--- src/rtl/dspv_pkg.sv ---
// Shared types, character codes and digit helpers for the date/time text parser.
`default_nettype none

package dspv_pkg;

    // Text shape: YYYY-MM-DD/hh:mm
    localparam int unsigned TEXT_LEN = 16;
    localparam int unsigned POS_SAT  = 17;
    localparam int unsigned POS_W    = 5;

    localparam logic [POS_W-1:0] POS_TEXT_LEN = POS_W'(TEXT_LEN);
    localparam logic [POS_W-1:0] POS_MAX      = POS_W'(POS_SAT);
    localparam logic [POS_W-1:0] POS_DASH_A   = 5'd4;
    localparam logic [POS_W-1:0] POS_DASH_B   = 5'd7;
    localparam logic [POS_W-1:0] POS_SLASH    = 5'd10;
    localparam logic [POS_W-1:0] POS_COLON    = 5'd13;
    localparam logic [POS_W-1:0] POS_CENT_END = 5'd2;

    localparam logic [7:0] CHAR_DASH  = 8'h2D;
    localparam logic [7:0] CHAR_SLASH = 8'h2F;
    localparam logic [7:0] CHAR_COLON = 8'h3A;
    localparam logic [7:0] CHAR_ZERO  = 8'h30;
    localparam logic [7:0] CHAR_NINE  = 8'h39;

    localparam logic [13:0] YEAR_MIN = 14'd1000;
    localparam logic [13:0] YEAR_MAX = 14'd9999;

    localparam logic [3:0] MON_FEB = 4'd2;
    localparam logic [3:0] MON_APR = 4'd4;
    localparam logic [3:0] MON_JUN = 4'd6;
    localparam logic [3:0] MON_SEP = 4'd9;
    localparam logic [3:0] MON_NOV = 4'd11;

    // Finished text, handed from the accumulate stage to the check stage
    typedef struct packed {
        logic        fmt_ok;
        logic [13:0] year;
        logic [6:0]  century;
        logic [6:0]  yy;
        logic [6:0]  month;
        logic [6:0]  day;
        logic [6:0]  hour;
        logic [6:0]  minute;
    } dspv_snap_t;

    typedef struct packed {
        logic        ok;
        logic [13:0] year;
        logic [3:0]  month;
        logic [4:0]  day;
        logic [4:0]  hour;
        logic [5:0]  minute;
    } dspv_result_t;

    // acc * 10 + d, truncated to the accumulator width
    function automatic logic [13:0] add_digit14(input logic [13:0] acc, input logic [3:0] d);
        logic [13:0] sum;
        sum = (acc << 3) + (acc << 1) + {10'd0, d};
        return sum;
    endfunction

    function automatic logic [6:0] add_digit7(input logic [6:0] acc, input logic [3:0] d);
        logic [6:0] sum;
        sum = (acc << 3) + (acc << 1) + {3'd0, d};
        return sum;
    endfunction

endpackage

`default_nettype wire

--- src/rtl/dspv_check.sv ---
// Calendar and range checks on one finished date/time text.
`default_nettype none

module dspv_check (
    input  dspv_pkg::dspv_snap_t   snap,
    output dspv_pkg::dspv_result_t res
);
    import dspv_pkg::*;

    logic       leap;
    logic [4:0] month_len;
    logic [3:0] mon4;
    logic       ok;

    // Year divisible by 100 falls back to the century digits for the 400 rule
    assign leap = (snap.yy != 7'd0) ? (snap.yy[1:0] == 2'd0) : (snap.century[1:0] == 2'd0);
    assign mon4 = snap.month[3:0];

    always_comb begin
        case (mon4)
            MON_FEB: month_len = leap ? 5'd29 : 5'd28;
            MON_APR, MON_JUN, MON_SEP, MON_NOV: month_len = 5'd30;
            default: month_len = 5'd31;
        endcase
    end

    assign ok = snap.fmt_ok
             && (snap.year >= YEAR_MIN) && (snap.year <= YEAR_MAX)
             && (snap.month >= 7'd1) && (snap.month <= 7'd12)
             && (snap.day >= 7'd1) && (snap.day <= {2'd0, month_len})
             && (snap.hour <= 7'd23) && (snap.minute <= 7'd59);

    always_comb begin
        res.ok     = ok;
        res.year   = ok ? snap.year : '0;
        res.month  = ok ? snap.month[3:0] : '0;
        res.day    = ok ? snap.day[4:0] : '0;
        res.hour   = ok ? snap.hour[4:0] : '0;
        res.minute = ok ? snap.minute[5:0] : '0;
    end

endmodule

`default_nettype wire

--- src/rtl/datetime_string_parse_validate_unit.sv ---
// Top level of the streaming YYYY-MM-DD/hh:mm text parser and validator.
//
// Usage:
//   The s_ channel carries one text character per request in s_tdata[7:0];
//   s_tlast marks the final character of a text. Every character is taken
//   into the digit accumulators as it arrives; nothing comes out until the
//   last one. On the last character one result request leaves on the m_
//   channel: m_tuser is the ok flag, m_tdata holds year, month, day, hour
//   and minute, all zero when any format or calendar check failed.
//   Throughput is one character per cycle while s_tready is high, with
//   no gap between texts. The edge that accepts the last character
//   loads the finished text into the handoff register; the checked
//   result then moves into the output register, which raises m_tvalid.
//   When the receiver stalls, the result holds in the output register and a
//   second finished text may wait in the handoff register; s_tready drops
//   only while both are full. Reset clears the position counter, error flag,
//   accumulators and both valid flags, so the first character after reset
//   starts a new text.
`default_nettype none

module datetime_string_parse_validate_unit (
    input  wire logic        aclk,
    input  wire logic        aresetn,
    input  wire logic        s_tvalid,
    output logic             s_tready,
    input  wire logic [7:0]  s_tdata,   // [7:0] char_byte
    input  wire logic        s_tlast,   // last_char
    output logic             m_tvalid,
    input  wire logic        m_tready,
    // [13:0] year_out, [17:14] month_out, [22:18] day_out, [27:23] hour_out,
    // [33:28] minute_out, [39:34] zero
    output logic [39:0]      m_tdata,
    output logic             m_tuser    // date_ok
);
    import dspv_pkg::*;

    // Accumulate stage state
    logic [POS_W-1:0] pos_reg, pos_next;
    logic             err_reg, err_next;
    logic [13:0]      year_reg, year_next;
    logic [6:0]       cent_reg, cent_next;
    logic [6:0]       yy_reg, yy_next;
    logic [6:0]       month_reg, month_next;
    logic [6:0]       day_reg, day_next;
    logic [6:0]       hour_reg, hour_next;
    logic [6:0]       minute_reg, minute_next;

    // Handoff to the check stage
    logic             snap_valid_reg;
    dspv_snap_t       snap_reg, snap_next;

    // Output register
    logic             out_valid_reg;
    dspv_result_t     out_reg;
    dspv_result_t     check_res;

    logic             s_accept;
    logic             out_free;
    logic             snap_free;
    logic             is_digit;
    logic [3:0]       digit;
    logic [7:0]       digit_wide;

    // Output register frees when empty or taken; handoff frees when it can move
    assign out_free  = !out_valid_reg || m_tready;
    assign snap_free = !snap_valid_reg || out_free;
    assign s_tready  = snap_free;
    assign s_accept  = s_tvalid && s_tready;

    assign is_digit   = (s_tdata >= CHAR_ZERO) && (s_tdata <= CHAR_NINE);
    assign digit_wide = s_tdata - CHAR_ZERO;
    assign digit      = digit_wide[3:0];

    // Next accumulator state for the character at the channel
    always_comb begin
        err_next    = err_reg;
        year_next   = year_reg;
        cent_next   = cent_reg;
        yy_next     = yy_reg;
        month_next  = month_reg;
        day_next    = day_reg;
        hour_next   = hour_reg;
        minute_next = minute_reg;

        if (pos_reg < POS_TEXT_LEN) begin
            if (pos_reg == POS_DASH_A || pos_reg == POS_DASH_B) begin
                if (s_tdata != CHAR_DASH) err_next = 1'b1;
            end else if (pos_reg == POS_SLASH) begin
                if (s_tdata != CHAR_SLASH) err_next = 1'b1;
            end else if (pos_reg == POS_COLON) begin
                if (s_tdata != CHAR_COLON) err_next = 1'b1;
            end else if (!is_digit) begin
                err_next = 1'b1;
            end else if (pos_reg < POS_DASH_A) begin
                year_next = add_digit14(year_reg, digit);
                // Split the year into century and year-of-century for the leap rule
                if (pos_reg < POS_CENT_END) begin
                    cent_next = add_digit7(cent_reg, digit);
                end else begin
                    yy_next = add_digit7(yy_reg, digit);
                end
            end else if (pos_reg < POS_DASH_B) begin
                month_next = add_digit7(month_reg, digit);
            end else if (pos_reg < POS_SLASH) begin
                day_next = add_digit7(day_reg, digit);
            end else if (pos_reg < POS_COLON) begin
                hour_next = add_digit7(hour_reg, digit);
            end else begin
                minute_next = add_digit7(minute_reg, digit);
            end
        end

        // Saturate the position so overlong text stays invalid
        pos_next = (pos_reg < POS_MAX) ? pos_reg + 5'd1 : pos_reg;

        snap_next.fmt_ok  = (pos_next == POS_TEXT_LEN) && !err_next;
        snap_next.year    = year_next;
        snap_next.century = cent_next;
        snap_next.yy      = yy_next;
        snap_next.month   = month_next;
        snap_next.day     = day_next;
        snap_next.hour    = hour_next;
        snap_next.minute  = minute_next;
    end

    // Accumulate stage: advance on every character, clear after the last
    always_ff @(posedge aclk) begin
        if (!aresetn) begin
            pos_reg    <= '0;
            err_reg    <= 1'b0;
            year_reg   <= '0;
            cent_reg   <= '0;
            yy_reg     <= '0;
            month_reg  <= '0;
            day_reg    <= '0;
            hour_reg   <= '0;
            minute_reg <= '0;
        end else if (s_accept) begin
            if (s_tlast) begin
                pos_reg    <= '0;
                err_reg    <= 1'b0;
                year_reg   <= '0;
                cent_reg   <= '0;
                yy_reg     <= '0;
                month_reg  <= '0;
                day_reg    <= '0;
                hour_reg   <= '0;
                minute_reg <= '0;
            end else begin
                pos_reg    <= pos_next;
                err_reg    <= err_next;
                year_reg   <= year_next;
                cent_reg   <= cent_next;
                yy_reg     <= yy_next;
                month_reg  <= month_next;
                day_reg    <= day_next;
                hour_reg   <= hour_next;
                minute_reg <= minute_next;
            end
        end
    end

    // Handoff register: load a finished text, hold while the output is stalled
    always_ff @(posedge aclk) begin
        if (!aresetn) begin
            snap_valid_reg <= 1'b0;
        end else if (snap_free) begin
            snap_valid_reg <= s_accept && s_tlast;
        end
    end

    always_ff @(posedge aclk) begin
        if (snap_free && s_accept && s_tlast) begin
            snap_reg <= snap_next;
        end
    end

    dspv_check u_check (
        .snap (snap_reg),
        .res  (check_res)
    );

    // Output register: hold the result until the receiver takes it
    always_ff @(posedge aclk) begin
        if (!aresetn) begin
            out_valid_reg <= 1'b0;
        end else if (out_free) begin
            out_valid_reg <= snap_valid_reg;
        end
    end

    always_ff @(posedge aclk) begin
        if (out_free && snap_valid_reg) begin
            out_reg <= check_res;
        end
    end

    assign m_tvalid = out_valid_reg;
    assign m_tuser  = out_reg.ok;
    assign m_tdata  = {6'd0, out_reg.minute, out_reg.hour, out_reg.day,
                       out_reg.month, out_reg.year};

    // A failed text carries all-zero fields
    a_zero_on_fail: assert property (@(posedge aclk) disable iff (!aresetn)
        (m_tvalid && !m_tuser) |-> (m_tdata == 40'd0))
        else $error("failed result with nonzero fields");

    // A passed text has month and time inside their ranges
    a_ranges_on_ok: assert property (@(posedge aclk) disable iff (!aresetn)
        (m_tvalid && m_tuser) |-> (m_tdata[17:14] >= 4'd1 && m_tdata[17:14] <= 4'd12
                                   && m_tdata[27:23] <= 5'd23 && m_tdata[33:28] <= 6'd59))
        else $error("ok result out of range");

    // The last character restarts the position counter
    a_pos_restart: assert property (@(posedge aclk) disable iff (!aresetn)
        (s_accept && s_tlast) |=> (pos_reg == '0 && !err_reg))
        else $error("position not cleared after last character");

    // The position counter never passes its saturation value
    a_pos_sat: assert property (@(posedge aclk) disable iff (!aresetn)
        pos_reg <= POS_MAX)
        else $error("position counter past saturation");

    // A waiting finished text is not lost while the output stalls
    a_snap_hold: assert property (@(posedge aclk) disable iff (!aresetn)
        (snap_valid_reg && !out_free) |=> (snap_valid_reg && $stable(snap_reg)))
        else $error("handoff register dropped a finished text");

endmodule

`default_nettype wire
--- config.mk ---
export PLATFORM = sky130hd
export DESIGN_NAME = datetime_string_parse_validate_unit
export DESIGN_NICKNAME = d
export VERILOG_FILES = /design/src/rtl/dspv_pkg.sv /design/src/rtl/dspv_check.sv /design/src/rtl/datetime_string_parse_validate_unit.sv
export SDC_FILE = /design/constraint.sdc
export NUM_CORES = 1
export LEC_CHECK = 0
export BUFFER_PORTS_ARGS = -buffer_cell sky130_fd_sc_hd__buf_2
export CAP_MARGIN = 20
export CORE_UTILIZATION = 60
export CTS_BUF_LIST = sky130_fd_sc_hd__clkbuf_2
export DETAILED_ROUTE_END_ITERATION = 10
export PLACE_DENSITY = 0.79
export SKIP_CTS_REPAIR_TIMING = 1
export SLEW_MARGIN = 20
export SYNTH_ARGS = -nofsm -noshare
export SYNTH_HDL_FRONTEND = slang
export SYNTH_SLANG_ARGS = --single-unit
--- constraint.sdc ---
create_clock -name aclk -period 6.4 [get_ports aclk]
set_clock_uncertainty 0.15 [all_clocks]
set_input_delay 0 -clock aclk [delete_from_list [all_inputs] [get_ports aclk]]
set_output_delay 0 -clock aclk [all_outputs]
set_load 0.02 [all_outputs]
; Word-level counts from Yosys, hierarchy flattened
; Index checks and enable logic that the tools add are counted.
[word_totals]
register_bits = 151
input_bits = 13
[op_classes]
addsub = 16
n_lt_le_gt_ge = 17
n_eq_ne = 13
muxes = 74
n_reduce_logical = 25
[op_table]
columns = cell, n
row1 = 2-to-1 mux 7 bit, 53
row2 = 2-to-1 mux 14 bit, 7
row3 = adder 7 x 4 -> 7 bit, 6
row4 = adder 7 bit, 6
row5 = != test 8 x 6 -> 1 bit (second input constant), 3
row6 = logical AND 1 bit, 15
row7 = adder 14 bit, 1
row8 = adder 14 x 4 -> 14 bit, 1
row9 = >= comparator 14 x 10 -> 1 bit (second input constant), 1
row10 = >= comparator 7 x 1 -> 1 bit (second input constant), 2
row11 = <= comparator 14 bit (second input constant), 1
row12 = 2-to-1 mux 1 bit, 11
row13 = equality test 5 x 3 -> 1 bit (second input constant), 2
row14 = equality test 5 x 4 -> 1 bit (second input constant), 2
row15 = < comparator 5 x 3 -> 1 bit (second input constant), 2
row16 = < comparator 5 x 4 -> 1 bit (second input constant), 2
row17 = < comparator 5 bit (second input constant), 2
row18 = 2-to-1 mux 5 bit, 2
row19 = one-hot mux 5 bit (2 select lines), 1
row20 = equality test 4 x 3 -> 1 bit (second input constant), 2
row21 = equality test 4 bit (second input constant), 2
row22 = >= comparator 8 x 6 -> 1 bit (second input constant), 1
row23 = <= comparator 8 x 6 -> 1 bit (second input constant), 1
row24 = <= comparator 7 x 4 -> 1 bit (second input constant), 1
row25 = other kinds (13), 18

; Depth between registers and ports, before layout
[logic_depth]
depth_word = 12
depth_mapped = 12
depth_no_buf = 11

; Cells and area by module
; From an unflattened synthesis, not the netlist that was laid out.
[hier_totals]
cells_unflattened = 806
area_unflattened_um2 = 9031.2
[by_module_without_submodules]
columns = mod, n_inst, cells_each, area_each_um2, seq_area_each_um2
row1 = datetime_string_parse_validate_unit, 1, 719, 8237.9, 4043.9
row2 = dspv_check, 1, 87, 793.3, 0.0

; Worst setup path after synthesis
; OpenSTA, ideal clock, no wires.
[synth_timing]
path_type = reg2reg
startpoint = register out_valid_reg (netlist: m_tvalid)
endpoint = register out_reg (netlist bit m_tdata[0]) (enable)
setup_time_ns = 0.481
t_arrival_ns = 2.967
slack_ns = 2.802
path_stages_with_launch = 2
cell_sequence = dfxtp_1 -> a21boi_0
[synth_between]
elab_chain_len = 3
[synth_rtl]
columns = element, line
row1 = start: declaration, datetime_string_parse_validate_unit.sv:53  ; logic out_valid_reg;
row2 = start signal: assignment, datetime_string_parse_validate_unit.sv:188  ; out_valid_reg <= snap_valid_reg;
row3 = logical NOT 1 bit, datetime_string_parse_validate_unit.sv:65  ; assign out_free = !out_valid_reg || m_tready;
row4 = logical OR 1 bit, datetime_string_parse_validate_unit.sv:65
row5 = logical AND 1 bit, datetime_string_parse_validate_unit.sv:193  ; if (out_free && snap_valid_reg) begin
row6 = end signal: assignment, datetime_string_parse_validate_unit.sv:194  ; out_reg <= check_res;
row7 = end: declaration, datetime_string_parse_validate_unit.sv:54  ; dspv_result_t out_reg;
; Every way passes these cells.
; A chain may end at the register's enable or synchronous reset.

; Worst setup path in the final report
[layout_timing]
startpoint = register pos_reg[1]
endpoint = register hour_reg[3]
[layout_between]
elab_chain_len = 11
elab_cells_between_ends = 20
classes_between = order compare (5) / eq/ne (4) / mux (10) / reduce/logical (1)
[layout_rtl]
columns = element, line
row1 = start: declaration, datetime_string_parse_validate_unit.sv:38  ; logic [POS_W-1:0] pos_reg, pos_next;
row2 = start signal: assignment, datetime_string_parse_validate_unit.sv:150  ; pos_reg <= pos_next;
row3 = < comparator 5 x 4 -> 1 bit, datetime_string_parse_validate_unit.sv:106  ; end else if (pos_reg < POS_COLON) begin
row4 = 2-to-1 mux 7 bit, datetime_string_parse_validate_unit.sv:106
row5 = 2-to-1 mux 7 bit, datetime_string_parse_validate_unit.sv:104  ; end else if (pos_reg < POS_SLASH) begin
row6 = 2-to-1 mux 7 bit, datetime_string_parse_validate_unit.sv:102  ; end else if (pos_reg < POS_DASH_B) begin
row7 = 2-to-1 mux 7 bit, datetime_string_parse_validate_unit.sv:94  ; end else if (pos_reg < POS_DASH_A) begin
row8 = 2-to-1 mux 7 bit, datetime_string_parse_validate_unit.sv:92  ; end else if (!is_digit) begin
row9 = 2-to-1 mux 7 bit, datetime_string_parse_validate_unit.sv:90  ; end else if (pos_reg == POS_COLON) begin
row10 = 2-to-1 mux 7 bit, datetime_string_parse_validate_unit.sv:88  ; end else if (pos_reg == POS_SLASH) begin
row11 = 2-to-1 mux 7 bit, datetime_string_parse_validate_unit.sv:86  ; if (pos_reg == POS_DASH_A || pos_reg == POS_DASH_B) begin
row12 = 2-to-1 mux 7 bit (*), datetime_string_parse_validate_unit.sv:85  ; if (pos_reg < POS_TEXT_LEN) begin
row13 = 2-to-1 mux 7 bit (*), datetime_string_parse_validate_unit.sv:139  ; if (s_tlast) begin
row14 = end signal: assignment, datetime_string_parse_validate_unit.sv:157  ; hour_reg <= hour_next;
row15 = end: declaration, datetime_string_parse_validate_unit.sv:45  ; logic [6:0] hour_reg, hour_next;
; Mark *: on every way between the ends. The rest lies on a longest branch, timed or not.

==> impl_results.md <==
* Status: complete, no violations
* Leading register cell type out of synthesis: edfxtp_1
* YS warnings at 0
* Post-synthesis sequential area ratio at 46.1%
* WP data arrival at 3980 ps
* Pwr dens at 177 nW/um^2
* Clk network pwr share at 28.6%
* Routed Antenna Nets at 0
* Drt via density at 6.02
* Core area at 13300 um^2
* Router iterations before antenna repair at 5
* Worst setup EP type: register
* Minimum clock period at 3500 ps
* Post-synthesis async set-or-reset flop share at 0%
* Initial antenna violation count at 0
* Worst slew margin at 34.3%
* Critical path data required time at 6880 ps
* Final Max Tran Viols at 0
* Post-Syn Area at 8230 um^2
* Fillers at 1011
* Largest net degree at the start of global routing at 54
* H-tree Lvls at 4
* Commonest non-fill, non-tap cell in the layout: nand2_1
* Part of the cycle the worst path needs at 54.7%
* Initial Util at 61.9%
* Final WL at 17800 um
* CTS tree: done
* First-pass GRT wire length at 28900 um
* Maxcap violations at 0
* Cell taking the most area after synthesis: edfxtp_1
* Diodes inserted at 0
* P_leak at 3.66 nW
* Layout cells sized above 1 at 11.1%
* Critical path startpoint category: register
* Area growth from synthesis to layout at 8.90%
* Final nets at 953
* Slew @ Worst Pin at 982 ps
* Congestion Overflow GR at 0
* Synth Instances at 809
* Gate power share at 7.0%
* Die footprint at 14200 um^2
* Synth top area cells: edfxtp_1, dfxtp_1, ha_1, nand2_1, o21ai_0
* Worst hold path type: in2reg
* Net load switching power at 401 uW
* Yosys reg bits at 146
* Max reg flops at 52
* Num rows at 42
* Clk root buf: clkbuf_2
* Commonest non-fill, non-tap cells in the layout: nand2_1, edfxtp_1, ha_1
* Slowest-stage cell, CP: and4b_1
* CP max FO at 15
* Number of flops mapped to enable cells by yosys at 87
* Gr usage total at 26.1%
* Worst IR Drop VDD at 0.103 mV
* Die H at 119 um
* Crit path kind: reg2reg
* Die width at 119 um
* Syn Area/Cell at 10.2 um^2
* Area fraction of the dominant cell type after synthesis at 31.8%
* WP buf/inv at 1
* Crit-path max cell delay at 620 ps
* Multi-input combinational cell area at 4060 um^2
* Clock Sinks at 146
* Max Clk Rate at 286 MHz
* Inserted Clock Buffers at 17
* 1st-iter DRT viols at 611
* Clk_lat worst skew at 710 ps
* Final setup fails at 0
* Crit path max-delay family: compound AO/OA/AOI/OAI gates
* Setup TNS Final at 0 ps
* RSZ-0062 raised after global routing: false
* Distinct cells, synth at 67
* Vias at 6319
* Layout Cells excl Fill at 1050
* # DRC at 0
* Final hold violations at 0
* Max Buffers Root-to-Sink at 2
* Wire per inst at 17.0 um
* Part of the power in registers at 64.4%
* P_int at 1.18 mW
* # port buffers at 49
* Sw frac at 25.3%
* Vias in the first global route at 5970
* Crit-path cells: ha_1 > o21bai_1 > a211oi_4 > and4b_1 > o21a_1 > o32ai_1 > dlygate4sd3_1
* DP Cell Count at 998
* IO Count at 56
* Gpl congestion at 0.879
* Post-DP HPWL at 12500 um
* Sequential Area at 3790 um^2
* Reg clk slew, reported paths at 190 ps
==> final cells by class <==
| type | instances | share of cell area, % |
|---|---|---|
| clock buffers | 20 | 1.12 |
| clock inverters | 11 | 0.991 |
| inverters | 54 | 2.28 |
| multi-input cells | 570 | 45.3 |
| flip-flops and latches | 146 | 42.3 |
| well taps | 176 | 2.46 |
| repair buffers | 73 | 5.53 |
==> worst reg2reg max path, stage by stage (launching register included) <==
cell           delay [ps]
dfxtp_1               510
ha_1                  360
o21bai_1              240
a211oi_4              530
and4b_1               620
o21a_1                310
o32ai_1               120
dlygate4sd3_1         580
==> path summary, 6_finish.rpt <==
kind / from / slack (ps) / cells past startpoint / endpoint
setup / recovery: pos_reg[1] / 2900 / 7 / hour_reg[3]
hold / removal: s_tdata[3] / 60 / 5 / snap_reg[46]
setup reg to reg: pos_reg[1] / 2900 / 7 / hour_reg[3]
hold reg to reg: day_reg[6] / 330 / 2 / day_reg[6]
==> metrics by stage <==
step | instance area, um^2 | setup WS, ps | utilization (%) | total power [mW] | hold WS [ps]
after floorplan | 8250 | 2800 | - | 1.11 | 46.1
after global placement | 8540 | 3310 | 64.2 | 1.14 | 233
after detailed placement | 8540 | 3380 | 64.2 | 1.14 | 235
after CTS | 8730 | 3340 | 65.7 | 1.58 | -552
after global routing | 8960 | 2750 | 67.4 | 1.64 | 31.3
final | 8960 | 2900 | 67.4 | 1.58 | 57.7
==> cells in the mapped netlist, drive strengths merged, types with 8 or more instances <==
library cell  number
o22ai              9
nor3              11
inv               53
nor2              24
edfxtp            87
nand4             11
dfxtp             59
nand3             20
a21oi             43
fa                12
o21ai             53
xor2              13
mux2               8
a21o              15
o31ai             11
xnor2             21
and2              36
nand2             98
clkbuf            26
buf               18
o32ai             13
ha                66
==> cells by family after synthesis <==
family / count (synthesis) / share of synthesized area [%]
adder cells (fa/ha/maj): 78 / 13.0
AO/OA/AOI/OAI: 195 / 15.4
buffers and inverters: 98 / 5.02
multiplexers: 9 / 1.22
XOR/XNOR: 34 / 3.62
AND/OR/NAND/NOR: 248 / 15.6
other: 1 / 0.0456
flip-flops: 146 / 46.1
==> per-layer routing <==
layer | part of all wire, % | routed length, um | up-vias | global-route usage, %
li1 | - | - | 3043 | -
met1 | 43 | 7610 | 2960 | 34.5
met2 | 47 | 8350 | 264 | 41.4
met3 | 7.1 | 1260 | 52 | 5.41
met4 | 3.3 | 587 | 0 | 11.2
met5 | 0 | 0 | - | 0
==> power by group through the flow <==
stage	Sequential (mW)	Clock (mW)	Combinational, mW
floorplan	1.04	0	0.0640
global placement	1.04	0	0.0977
detailed placement	1.04	0	0.101
CTS	1.02	0.461	0.101
global route	1.02	0.498	0.121
finish	1.02	0.452	0.111
No activity file was read; power rests on OpenSTA's default activity.
